[src/rtl/imu_complementary_tilt_filter_macros.svh]
// ----------------------------------------------------------------------------
// Tilt filter assertion macros
// Concurrent checks sampled on clk_i, disabled while rst_ni is low.
// ----------------------------------------------------------------------------
`ifndef IMU_COMPLEMENTARY_TILT_FILTER_MACROS_SVH
`define IMU_COMPLEMENTARY_TILT_FILTER_MACROS_SVH

// same-cycle implication
`define ICT_ASSERT_IMP(lbl, ante, cons, msg) \
  lbl: assert property (@(posedge clk_i) disable iff (!rst_ni) (ante) |-> (cons)) \
    else $error(msg);

// next-cycle implication
`define ICT_ASSERT_NXT(lbl, ante, cons, msg) \
  lbl: assert property (@(posedge clk_i) disable iff (!rst_ni) (ante) |=> (cons)) \
    else $error(msg);

`endif

[src/rtl/ict_pkg.sv]
// ----------------------------------------------------------------------------
// Tilt filter package
// Beat types, sequencer codes and fixed-point constants of the tilt filter.
// ----------------------------------------------------------------------------
package ict_pkg;

  localparam int unsigned ACC_W      = 42;
  localparam int unsigned CW         = 28;
  localparam int unsigned ZW         = 25;
  localparam int unsigned RW         = 48;
  localparam int unsigned MA_W       = 18;
  localparam int unsigned MB_W       = 26;
  localparam int unsigned PROD_W     = MA_W + MB_W;
  localparam int unsigned STEP_W     = 5;
  localparam int unsigned SQRT_STEPS = 24;
  localparam int unsigned SQRT_TOP   = 46;
  localparam int unsigned DIV_STEPS  = 3;
  localparam int unsigned QW         = 17;

  localparam logic [9:0] MS_LIMIT = 10'd1000;

  localparam logic signed [MB_W-1:0] LP_GAIN     = 26'sd589824;
  localparam logic signed [MB_W-1:0] RECIP10     = 26'sd6554;
  localparam logic signed [MB_W-1:0] PREV_GAIN   = 26'sd131000;
  localparam logic signed [MB_W-1:0] SMOOTH_GAIN = 26'sd16768000;
  localparam logic signed [MB_W-1:0] FU_RECIP    = 26'sd21486639;
  localparam logic signed [MB_W-1:0] FU_DIV_M    = 26'sd3275000;
  localparam logic [ACC_W-1:0]       FU_DIVISOR  = 42'd3275000;
  localparam logic [ACC_W-1:0]       FU_HALF     = 42'd1637500;

  typedef struct packed {
    logic signed [15:0] accel_x;
    logic signed [15:0] accel_y;
    logic signed [15:0] accel_z;
    logic signed [15:0] rate_x;
    logic signed [15:0] rate_y;
    logic [9:0]         elapsed_ms;
  } ict_in_t;

  typedef struct packed {
    logic signed [15:0] roll_angle;
    logic signed [15:0] pitch_angle;
  } ict_out_t;

  typedef enum logic [3:0] {
    ST_IDLE, ST_SQ_A, ST_SQ_B, ST_ROOT, ST_ROT, ST_LP_MUL, ST_LP_DIV,
    ST_FU_PREV, ST_FU_RATE, ST_FU_SCALE, ST_FU_SMOOTH, ST_FU_ROUND,
    ST_DIV, ST_FU_WRITE, ST_DONE
  } ict_state_e;

  typedef enum logic [3:0] {
    OP_NONE, OP_SQ_A, OP_SQ_B, OP_ROOT, OP_ROT, OP_LP_MUL, OP_LP_DIV,
    OP_FU_PREV, OP_FU_RATE, OP_FU_SCALE, OP_FU_SMOOTH, OP_FU_ROUND,
    OP_DIV, OP_FU_WRITE
  } ict_op_e;

  typedef struct packed {
    ict_op_e           op;
    logic              axis;
    logic [STEP_W-1:0] step;
  } ict_ctrl_t;

  // atan(2^-i) in degrees Q16
  function automatic logic [21:0] atan_q16(input logic [STEP_W-1:0] idx);
    logic [21:0] r;
    case (idx)
      5'd0:  r = 22'd2949120;
      5'd1:  r = 22'd1740967;
      5'd2:  r = 22'd919879;
      5'd3:  r = 22'd466945;
      5'd4:  r = 22'd234379;
      5'd5:  r = 22'd117304;
      5'd6:  r = 22'd58666;
      5'd7:  r = 22'd29335;
      5'd8:  r = 22'd14668;
      5'd9:  r = 22'd7334;
      5'd10: r = 22'd3667;
      5'd11: r = 22'd1833;
      5'd12: r = 22'd917;
      5'd13: r = 22'd458;
      5'd14: r = 22'd229;
      5'd15: r = 22'd115;
      5'd16: r = 22'd57;
      5'd17: r = 22'd29;
      5'd18: r = 22'd14;
      5'd19: r = 22'd7;
      5'd20: r = 22'd4;
      5'd21: r = 22'd2;
      5'd22: r = 22'd1;
      default: r = 22'd0;
    endcase
    return r;
  endfunction

endpackage

[src/rtl/ict_seq.sv]
// ----------------------------------------------------------------------------
// Tilt filter sequencer
// Steps the shared datapath through root, rotation, low-pass and fusion
// for the roll axis and then the pitch axis.
// ----------------------------------------------------------------------------
module ict_seq #(
  parameter int unsigned CordicSteps = 16
) (
  input  logic              clk_i,
  input  logic              rst_ni,
  input  logic              start_i,
  input  logic              out_free_i,
  output ict_pkg::ict_ctrl_t ctrl_o,
  output logic              busy_o,
  output logic              load_o
);

  ict_pkg::ict_state_e state_q, state_d;
  logic [ict_pkg::STEP_W-1:0] step_q, step_d;
  logic axis_q, axis_d;

  always_ff @(posedge clk_i or negedge rst_ni) begin
    if (!rst_ni) begin
      state_q <= ict_pkg::ST_IDLE;
      step_q  <= '0;
      axis_q  <= 1'b0;
    end else begin
      state_q <= state_d;
      step_q  <= step_d;
      axis_q  <= axis_d;
    end
  end

  always_comb begin
    state_d = state_q;
    step_d  = '0;
    axis_d  = axis_q;
    unique case (state_q)
      ict_pkg::ST_IDLE: begin
        if (start_i) begin
          state_d = ict_pkg::ST_SQ_A;
          axis_d  = 1'b0;
        end
      end
      ict_pkg::ST_SQ_A: state_d = ict_pkg::ST_SQ_B;
      ict_pkg::ST_SQ_B: state_d = ict_pkg::ST_ROOT;
      ict_pkg::ST_ROOT: begin
        if (step_q == ict_pkg::STEP_W'(ict_pkg::SQRT_STEPS - 1)) begin
          state_d = ict_pkg::ST_ROT;
        end else begin
          step_d = step_q + 1'b1;
        end
      end
      ict_pkg::ST_ROT: begin
        if (step_q == ict_pkg::STEP_W'(CordicSteps - 1)) begin
          state_d = ict_pkg::ST_LP_MUL;
        end else begin
          step_d = step_q + 1'b1;
        end
      end
      ict_pkg::ST_LP_MUL:    state_d = ict_pkg::ST_LP_DIV;
      ict_pkg::ST_LP_DIV:    state_d = ict_pkg::ST_FU_PREV;
      ict_pkg::ST_FU_PREV:   state_d = ict_pkg::ST_FU_RATE;
      ict_pkg::ST_FU_RATE:   state_d = ict_pkg::ST_FU_SCALE;
      ict_pkg::ST_FU_SCALE:  state_d = ict_pkg::ST_FU_SMOOTH;
      ict_pkg::ST_FU_SMOOTH: state_d = ict_pkg::ST_FU_ROUND;
      ict_pkg::ST_FU_ROUND:  state_d = ict_pkg::ST_DIV;
      ict_pkg::ST_DIV: begin
        if (step_q == ict_pkg::STEP_W'(ict_pkg::DIV_STEPS - 1)) begin
          state_d = ict_pkg::ST_FU_WRITE;
        end else begin
          step_d = step_q + 1'b1;
        end
      end
      ict_pkg::ST_FU_WRITE: begin
        if (!axis_q) begin
          state_d = ict_pkg::ST_SQ_A;
          axis_d  = 1'b1;
        end else begin
          state_d = ict_pkg::ST_DONE;
        end
      end
      ict_pkg::ST_DONE: begin
        if (out_free_i) begin
          state_d = ict_pkg::ST_IDLE;
        end
      end
      default: state_d = ict_pkg::ST_IDLE;
    endcase
  end

  always_comb begin
    ctrl_o.axis = axis_q;
    ctrl_o.step = step_q;
    busy_o      = (state_q != ict_pkg::ST_IDLE);
    load_o      = (state_q == ict_pkg::ST_DONE) && out_free_i;
    unique case (state_q)
      ict_pkg::ST_SQ_A:      ctrl_o.op = ict_pkg::OP_SQ_A;
      ict_pkg::ST_SQ_B:      ctrl_o.op = ict_pkg::OP_SQ_B;
      ict_pkg::ST_ROOT:      ctrl_o.op = ict_pkg::OP_ROOT;
      ict_pkg::ST_ROT:       ctrl_o.op = ict_pkg::OP_ROT;
      ict_pkg::ST_LP_MUL:    ctrl_o.op = ict_pkg::OP_LP_MUL;
      ict_pkg::ST_LP_DIV:    ctrl_o.op = ict_pkg::OP_LP_DIV;
      ict_pkg::ST_FU_PREV:   ctrl_o.op = ict_pkg::OP_FU_PREV;
      ict_pkg::ST_FU_RATE:   ctrl_o.op = ict_pkg::OP_FU_RATE;
      ict_pkg::ST_FU_SCALE:  ctrl_o.op = ict_pkg::OP_FU_SCALE;
      ict_pkg::ST_FU_SMOOTH: ctrl_o.op = ict_pkg::OP_FU_SMOOTH;
      ict_pkg::ST_FU_ROUND:  ctrl_o.op = ict_pkg::OP_FU_ROUND;
      ict_pkg::ST_DIV:       ctrl_o.op = ict_pkg::OP_DIV;
      ict_pkg::ST_FU_WRITE:  ctrl_o.op = ict_pkg::OP_FU_WRITE;
      default:               ctrl_o.op = ict_pkg::OP_NONE;
    endcase
  end

endmodule

[src/rtl/ict_dp.sv]
// ----------------------------------------------------------------------------
// Tilt filter datapath
// One multiplier, shared by the squaring, low-pass and fusion steps, with
// adders, comparators and barrel shifters for root, CORDIC and division.
// ----------------------------------------------------------------------------
module ict_dp (
  input  logic               clk_i,
  input  logic               rst_ni,
  input  ict_pkg::ict_ctrl_t ctrl_i,
  input  ict_pkg::ict_in_t   item_i,
  output ict_pkg::ict_out_t  result_o
);

  localparam int unsigned ACC_W = ict_pkg::ACC_W;
  localparam int unsigned CW    = ict_pkg::CW;
  localparam int unsigned ZW    = ict_pkg::ZW;
  localparam int unsigned RW    = ict_pkg::RW;

  logic signed [ACC_W-1:0] acc_q, acc_d;
  logic [RW-1:0]           rem_q, rem_d, res_q, res_d;
  logic signed [CW-1:0]    cx_q, cx_d, cy_q, cy_d;
  logic signed [ZW-1:0]    cz_q, cz_d;
  logic                    nz_q, nz_d, neg_q, neg_d;
  logic [ict_pkg::QW-1:0]  qd_q, qd_d;
  logic signed [8:0]       sr_q, sr_d, sp_q, sp_d;
  logic signed [15:0]      fr_q, fr_d, fp_q, fp_d;

  logic signed [ict_pkg::MA_W-1:0]   mul_a;
  logic signed [ict_pkg::MB_W-1:0]   mul_b;
  logic signed [ict_pkg::PROD_W-1:0] prod;

  logic signed [16:0] num;
  logic signed [15:0] opa, rate;
  logic signed [8:0]  smooth;
  logic signed [15:0] fused;
  logic [9:0]         ms;

  logic [RW-1:0]           rem_cur, res_cur, root_bit, root_try;
  logic [5:0]              root_sh;
  logic signed [CW-1:0]    x_cur, xs, ys;
  logic signed [ZW-1:0]    atan_v;
  logic                    lp_neg;
  logic [ACC_W-1:0]        lp_mag;
  logic [11:0]             lp_t;
  logic signed [10:0]      lp_v;
  logic signed [8:0]       lp_sat;
  logic signed [17:0]      fu_neg;
  logic signed [15:0]      fu_sat;

  assign num    = ctrl_i.axis ? -17'(item_i.accel_x) : 17'(item_i.accel_y);
  assign opa    = ctrl_i.axis ? item_i.accel_y : item_i.accel_x;
  assign rate   = ctrl_i.axis ? item_i.rate_y : item_i.rate_x;
  assign smooth = ctrl_i.axis ? sp_q : sr_q;
  assign fused  = ctrl_i.axis ? fp_q : fr_q;
  assign ms     = item_i.elapsed_ms;

  assign lp_neg = acc_q[ACC_W-1];
  assign lp_mag = lp_neg ? $unsigned(-acc_q) : $unsigned(acc_q);
  assign lp_t   = lp_mag[27:16];

  always_comb begin
    mul_a = '0;
    mul_b = '0;
    unique case (ctrl_i.op)
      ict_pkg::OP_SQ_A: begin
        mul_a = 18'(opa);
        mul_b = 26'(opa);
      end
      ict_pkg::OP_SQ_B: begin
        mul_a = 18'(item_i.accel_z);
        mul_b = 26'(item_i.accel_z);
      end
      ict_pkg::OP_LP_MUL: begin
        mul_a = 18'(smooth);
        mul_b = ict_pkg::LP_GAIN;
      end
      ict_pkg::OP_LP_DIV: begin
        mul_a = $signed({6'b0, lp_t});
        mul_b = ict_pkg::RECIP10;
      end
      ict_pkg::OP_FU_PREV: begin
        mul_a = 18'(fused);
        mul_b = ict_pkg::PREV_GAIN;
      end
      ict_pkg::OP_FU_RATE: begin
        mul_a = 18'(rate);
        mul_b = $signed({16'b0, ms});
      end
      ict_pkg::OP_FU_SMOOTH: begin
        mul_a = 18'(smooth);
        mul_b = ict_pkg::SMOOTH_GAIN;
      end
      ict_pkg::OP_DIV: begin
        if (ctrl_i.step == '0) begin
          mul_a = $signed({1'b0, acc_q[37:21]});
          mul_b = ict_pkg::FU_RECIP;
        end else begin
          mul_a = $signed({1'b0, qd_q});
          mul_b = ict_pkg::FU_DIV_M;
        end
      end
      default: ;
    endcase
  end

  assign prod = mul_a * mul_b;

  assign rem_cur  = (ctrl_i.step == '0) ? {acc_q[31:0], 16'h0} : rem_q;
  assign res_cur  = (ctrl_i.step == '0) ? '0 : res_q;
  assign root_sh  = 6'(ict_pkg::SQRT_TOP) - {ctrl_i.step, 1'b0};
  assign root_bit = RW'(1) << root_sh;
  assign root_try = res_cur + root_bit;

  assign x_cur  = (ctrl_i.step == '0) ? $signed(res_q[CW-1:0]) : cx_q;
  assign xs     = x_cur >>> ctrl_i.step;
  assign ys     = cy_q >>> ctrl_i.step;
  assign atan_v = $signed({3'b0, ict_pkg::atan_q16(ctrl_i.step)});

  assign lp_v   = lp_neg ? -$signed({2'b0, prod[24:16]}) : $signed({2'b0, prod[24:16]});
  assign lp_sat = (lp_v > 11'sd255) ? 9'sd255 :
                  (lp_v < -11'sd256) ? -9'sd256 : 9'(lp_v);

  assign fu_neg = -$signed({1'b0, qd_q});
  assign fu_sat = neg_q ? ((qd_q > 17'd32768) ? -16'sd32768 : 16'(fu_neg))
                        : ((qd_q > 17'd32767) ? 16'sd32767 : 16'(qd_q));

  always_comb begin
    acc_d = acc_q;
    rem_d = rem_q;
    res_d = res_q;
    cx_d  = cx_q;
    cy_d  = cy_q;
    cz_d  = cz_q;
    nz_d  = nz_q;
    neg_d = neg_q;
    qd_d  = qd_q;
    sr_d  = sr_q;
    sp_d  = sp_q;
    fr_d  = fr_q;
    fp_d  = fp_q;
    unique case (ctrl_i.op)
      ict_pkg::OP_SQ_A: begin
        acc_d = ACC_W'(prod);
        nz_d  = (num == '0);
        cy_d  = CW'(num) <<< 8;
        cz_d  = '0;
      end
      ict_pkg::OP_SQ_B: acc_d = acc_q + ACC_W'(prod);
      ict_pkg::OP_ROOT: begin
        if (rem_cur >= root_try) begin
          rem_d = rem_cur - root_try;
          res_d = (res_cur >> 1) + root_bit;
        end else begin
          rem_d = rem_cur;
          res_d = res_cur >> 1;
        end
      end
      ict_pkg::OP_ROT: begin
        if (cy_q > 0) begin
          cx_d = x_cur + ys;
          cy_d = cy_q - xs;
          cz_d = cz_q + atan_v;
        end else begin
          cx_d = x_cur - ys;
          cy_d = cy_q + xs;
          cz_d = cz_q - atan_v;
        end
      end
      ict_pkg::OP_LP_MUL: acc_d = ACC_W'(prod) + (nz_q ? '0 : ACC_W'(cz_q));
      ict_pkg::OP_LP_DIV: begin
        if (ctrl_i.axis) begin
          sp_d = lp_sat;
        end else begin
          sr_d = lp_sat;
        end
      end
      ict_pkg::OP_FU_PREV:   acc_d = ACC_W'(prod);
      ict_pkg::OP_FU_RATE:   acc_d = acc_q + (ACC_W'(prod) <<< 7);
      ict_pkg::OP_FU_SCALE:  acc_d = (acc_q <<< 4) + (acc_q <<< 3);
      ict_pkg::OP_FU_SMOOTH: acc_d = acc_q + ACC_W'(prod);
      ict_pkg::OP_FU_ROUND: begin
        neg_d = acc_q[ACC_W-1];
        acc_d = $signed(lp_mag + ict_pkg::FU_HALF);
        qd_d  = '0;
      end
      ict_pkg::OP_DIV: begin
        if (ctrl_i.step == '0) begin
          qd_d = prod[41:25];
        end else if (ctrl_i.step == ict_pkg::STEP_W'(1)) begin
          acc_d = acc_q - ACC_W'(prod);
        end else if ($unsigned(acc_q) >= ict_pkg::FU_DIVISOR) begin
          acc_d = acc_q - $signed(ict_pkg::FU_DIVISOR);
          qd_d  = qd_q + 1'b1;
        end
      end
      ict_pkg::OP_FU_WRITE: begin
        if (ctrl_i.axis) begin
          fp_d = fu_sat;
        end else begin
          fr_d = fu_sat;
        end
      end
      default: ;
    endcase
  end

  always_ff @(posedge clk_i) begin
    acc_q <= acc_d;
    rem_q <= rem_d;
    res_q <= res_d;
    cx_q  <= cx_d;
    cy_q  <= cy_d;
    cz_q  <= cz_d;
    nz_q  <= nz_d;
    neg_q <= neg_d;
    qd_q  <= qd_d;
  end

  always_ff @(posedge clk_i or negedge rst_ni) begin
    if (!rst_ni) begin
      sr_q <= '0;
      sp_q <= '0;
      fr_q <= '0;
      fp_q <= '0;
    end else begin
      sr_q <= sr_d;
      sp_q <= sp_d;
      fr_q <= fr_d;
      fp_q <= fp_d;
    end
  end

  assign result_o.roll_angle  = fr_q;
  assign result_o.pitch_angle = fp_q;

endmodule

[src/rtl/imu_complementary_tilt_filter.sv]
// ----------------------------------------------------------------------------
// IMU complementary tilt filter
// Accelerometer tilt by square root and CORDIC, whole-degree low-pass, and
// fusion with integrated gyro rate into Q9.7 roll and pitch.
//
//   beat     dir  valid        stall         payload
//   sample   in   in_valid_i   in_stall_o    in_data_i  (ict_in_t)
//   angles   out  out_valid_o  out_stall_i   out_data_o (ict_out_t)
//
// Each sample runs the 24-step square root, the CORDIC loop and the
// three-step reciprocal division on one shared datapath, once per axis.
// in_stall_o stays high from accept until the result enters the output
// register; a stalled result holds and only delays the end of the sample.
// Reset clears the filter state to zero angles.
// ----------------------------------------------------------------------------
`include "imu_complementary_tilt_filter_macros.svh"

module imu_complementary_tilt_filter #(
  parameter int unsigned CORDIC_STEPS = 16
) (
  input  logic              clk_i,
  input  logic              rst_ni,
  input  logic              in_valid_i,
  output logic              in_stall_o,
  input  ict_pkg::ict_in_t  in_data_i,
  output logic              out_valid_o,
  input  logic              out_stall_i,
  output ict_pkg::ict_out_t out_data_o
);

  ict_pkg::ict_in_t   item_q, in_clip;
  ict_pkg::ict_out_t  out_q, result;
  ict_pkg::ict_ctrl_t ctrl;
  logic out_vld_q, busy, load, in_acc, out_free;

  assign in_acc     = in_valid_i && !busy;
  assign out_free   = !out_vld_q || !out_stall_i;
  assign in_stall_o = busy;

  always_comb begin
    in_clip = in_data_i;
    if (in_data_i.elapsed_ms > ict_pkg::MS_LIMIT) begin
      in_clip.elapsed_ms = ict_pkg::MS_LIMIT;
    end
  end

  always_ff @(posedge clk_i) begin
    if (in_acc) begin
      item_q <= in_clip;
    end
    if (load) begin
      out_q <= result;
    end
  end

  always_ff @(posedge clk_i or negedge rst_ni) begin
    if (!rst_ni) begin
      out_vld_q <= 1'b0;
    end else if (load) begin
      out_vld_q <= 1'b1;
    end else if (!out_stall_i) begin
      out_vld_q <= 1'b0;
    end
  end

  ict_seq #(
    .CordicSteps(CORDIC_STEPS)
  ) u_seq (
    .clk_i     (clk_i),
    .rst_ni    (rst_ni),
    .start_i   (in_acc),
    .out_free_i(out_free),
    .ctrl_o    (ctrl),
    .busy_o    (busy),
    .load_o    (load)
  );

  ict_dp u_dp (
    .clk_i   (clk_i),
    .rst_ni  (rst_ni),
    .ctrl_i  (ctrl),
    .item_i  (item_q),
    .result_o(result)
  );

  assign out_valid_o = out_vld_q;
  assign out_data_o  = out_q;

  `ICT_ASSERT_NXT(a_busy_after_accept, in_valid_i && !in_stall_o, in_stall_o, "not busy after accept")
  `ICT_ASSERT_IMP(a_result_on_finish, $fell(in_stall_o), out_valid_o, "finished without result")
  `ICT_ASSERT_NXT(a_no_phantom_result, out_valid_o && !out_stall_i, !out_valid_o || $past(in_stall_o), "result without sample")

endmodule
[config.mk]
export PLATFORM = sky130hd
export DESIGN_NAME = imu_complementary_tilt_filter
export DESIGN_NICKNAME = d
export VERILOG_FILES = /design/src/rtl/ict_pkg.sv /design/src/rtl/ict_seq.sv /design/src/rtl/ict_dp.sv /design/src/rtl/imu_complementary_tilt_filter.sv
export VERILOG_INCLUDE_DIRS = /design/src /design/src/rtl
export SDC_FILE = /design/constraint.sdc
export NUM_CORES = 2
export LEC_CHECK = 0
export CORE_ASPECT_RATIO = 0.8
export CORE_MARGIN = 8
export CORE_UTILIZATION = 43
export DETAILED_ROUTE_END_ITERATION = 6
export DONT_BUFFER_PORTS = 1
export PLACE_DENSITY = 0.59
export SYNTH_ARGS = -nofsm -noshare
export SYNTH_HDL_FRONTEND = slang
export SYNTH_SLANG_ARGS = --single-unit
export TNS_END_PERCENT = 5
[constraint.sdc]
create_clock -name clk_i -period 14.7 [get_ports clk_i]
set_input_delay 0.735 -clock clk_i [delete_from_list [all_inputs] [get_ports clk_i]]
set_output_delay 0.735 -clock clk_i [all_outputs]
set_load 0.05 [all_outputs]
==> results.toml <==
[cells_and_area]
syn2layout_area_growth_pct = 6.602
nFillCells = 14940
drive_gt1_share_pct = 6.067
regArea_um2 = 12350
multi_input_area_um2 = 48100
final_net_count = 8712

[worst_hold_path]
worstHoldPathType = "input port to register"
hold_depth = 0

[synth]
muxShareOfSynthArea_pct = 4.867
yosysWarnings = 0
syn_inst = 7793
synth-xor-area-share_pct = 7.940
synth_cell_types = 100
ys_async_sr_fraction_pct = 14.49
ys_seq_elements = 421
synth-main-ff-cell = "edfxtp_1"
synth_edf_count = 360
avgSynthCellArea_um2 = 8.302
syn-cell-area_um2 = 64700
yosys.area_share.simple_pct = 17.65
synthAdderAreaFrac_pct = 24.58
synth_compound_area_share_pct = 19.03
synth_nets = 8888
seq_area_frac_synth_pct = 19.07
synth_top_family_by_area = "adder cells"

[sta]
rsz0062_at_grt = "no"
clock_skew_ns = 0.06561
fin_crit_ns = 14.30
worst_pin_slew_ns = 1.355
setup_violations = 0
tns_ns = 0
post-route-period-util_pct = 97.31
final-max-slew-violation-count = 0
max-slew-margin-rel_pct = 9.009
max_freq_mhz = 69.91
hold_viol = 0

[critical_path]
cp-start-kind = "register"
r2r_cells = 37
worstPathArrival_ns = 14.73
worstPathMaxFanout = 19
worstSetupEndpointType = "register"
path_class = "register to register"
slowest_stage = "xor2_1"
crit_top_cell = "a21oi_1"
critical_path_required_ns = 15.13
slowest_delay_ns = 0.99

[die]
ioPinCount = 128
die_w_um = 449.7
core_area_um2 = 149700
start_util_pct = 43.22
rows = 127
die_y_um = 363.0
design.die.area_um2 = 163200

[drt]
drt_iter0_drc = 6997
drt-vias-per-instance = 6.171
antenna_left = 0
drc = 0
vias = 59710
drt-total-wl_mm = 250.9
post_drt_wl_per_cell_um = 25.92
drtPass1Iterations = 7

[global_routing]
globalRouteTotalUtil_pct = 29.44
grt_overflow = 0
antenna_found_initial = 21
grt_max_degree = 80
grt_pass1_vias = 56000
grt_pass1_wl_mm = 370.7

[clock_tree]
clk_latency_ns = 0.72
cts-root-buf = "clkbuf_16"
clockBufferDepth = 3
cts_resized = 0
cts_sinks = 421
cts_setup_buffers = 0
cts_buffers = 56
htreeDepth = 2
cts_tree = "yes"
clkTransAtPathRegs_ns = 0.08
cts_hold_buffers = 2

[flow_run]
cap_violations = 0

[placed_design]
dp_hpwl_mm = 201.7
gp_congestion = 1.005
port_buffers = 0

[run_status]
status = "finished clean"
## synthesized netlist by cell type (all sizes together), types with 54 or more instances
cell	number	area, µm²
a211oi	93	703.2
a21o	155	1164
a21oi	515	2577
a31oi	75	469.2
and2	113	706.9
and3	68	425.4
clkbuf	318	1194
dfrtp	61	1526
edfxtp	360	10810
fa	450	9009
ha	551	6894
inv	792	2973
mux2	55	634.4
mux2i	105	1051
mux4	65	1464
nand2	832	3123
nand2b	80	500.5
nand3	144	725.7
nand4	63	400.4
nor2	727	2729
nor2b	89	556.8
nor3	136	690.7
o21a	64	480.5
o21ai	471	2357
o21bai	70	525.5
o31ai	54	405.4
or3	65	406.6
xnor2	375	3284
xor2	209	1831
## stage by stage
step	setup slack, ns	hold WS [ns]	area (µm²)	cells	util, %
4_1_cts	0.9476	0.05802	68940	9663	46.05
2_1_floorplan	1.633	0.4244	64700	7793	-
3_5_place_dp	1.022	0.4490	66950	9556	44.73
6_report	0.3955	0.1033	68970	9677	46.08
5_1_grt	0.006258	0.07509	68940	9664	46.06
3_3_place_gp	1.161	0.4493	66950	9555	44.72
## registers in the layout, indices dropped and copies added, names as in the netlist
register,count
u_dp.qd_q,17
u_dp.rem_q,48
u_dp.res_q,48
u_dp.sr_q,9
u_dp.neg_q,1
u_dp.fr_q,16
u_dp.cz_q,25
u_seq.step_q,5
u_dp.cx_q,28
u_seq.state_q,4
u_seq.axis_q,1
u_dp.nz_q,1
out_valid_o,1
out_data_o,32
item_q,90
u_dp.sp_q,9
u_dp.acc_q,42
u_dp.fp_q,16
u_dp.cy_q,28
## layout make-up
type                    instances  share of cell area [%]
flip-flops and latches        421                   17.90
repair buffers                136                   1.513
well taps                    1999                   3.626
clock buffers                  62                   2.064
multi-input cells            6203                   69.73
inverters                     799                   4.352
diodes                         14                 0.05079
clock inverters                43                  0.7565
## logic make-up after synthesis
group / count (synthesis)
XOR/XNOR: 585
adder cells (fa/ha/maj): 1001
AO/OA/AOI/OAI: 1924
AND/OR/NAND/NOR: 2468
buffers and inverters: 1169
flip-flops: 421
multiplexers: 225
## worst paths after layout
kind | from | end | slack, ns
worst min-delay path | in_data_i[6] | item_q[6]$_SDFFCE_PN1P_ | 0.10
worst min register to register | u_dp.fp_q[7]$_DFFE_PN0P_ | out_data_o[7]$_DFFE_PP_ | 0.44
min in group asynchronous | rst_ni | u_dp.fr_q[8]$_DFFE_PN0P_ | 0.64
worst max register to register | u_seq.state_q[1]$_DFFE_PN0P_ | u_dp.acc_q[37]$_DFFE_PP_ | 0.40
max in group asynchronous | rst_ni | u_seq.step_q[1]$_DFF_PN0_ | 13.73
worst max-delay path | u_seq.state_q[1]$_DFFE_PN0P_ | u_dp.acc_q[37]$_DFFE_PP_ | 0.40
## metal layers
| layer | GRT usage, % | routed length [µm] | up-vias |
|---|---|---|---|
| met5 | 0 | 92 | - |
| met4 | 8.317 | 8308 | 12 |
| met3 | 8.357 | 30320 | 481 |
| met2 | 40.18 | 97150 | 3178 |
| met1 | 44.76 | 115000 | 29150 |
| li1 | - | - | 26890 |
## worst max-delay path: cells and delay by family (launching register included)
kind,cells,cell delay [ns]
DFF,1,0.71
xor gates and xnor gates,2,1.22
and+or+nand+nor,5,1.85
AOI/OAI and AO/OA,17,6.00
adders and majority gates,8,3.83
buffers and inverters,5,0.37
## cells in the final DEF, fill, tap and decap left out, drive strengths merged, types with 70 or more instances in the layout
cell and instances:
nand2 832, inv 801, nor2 727, ha 551, a21oi 515, o21ai 471
fa 450, xnor2 375, edfxtp 360, xor2 209, a21o 155, nand3 144
nor3 136, buf 135, and2 113, mux2i 105, a211oi 93, nor2b 89
nand2b 80, a31oi 75, o21bai 70
Power is left out: the tool's default activity adds up to more than one toggle a clock period on the data nets, which glitch-free logic cannot reach.
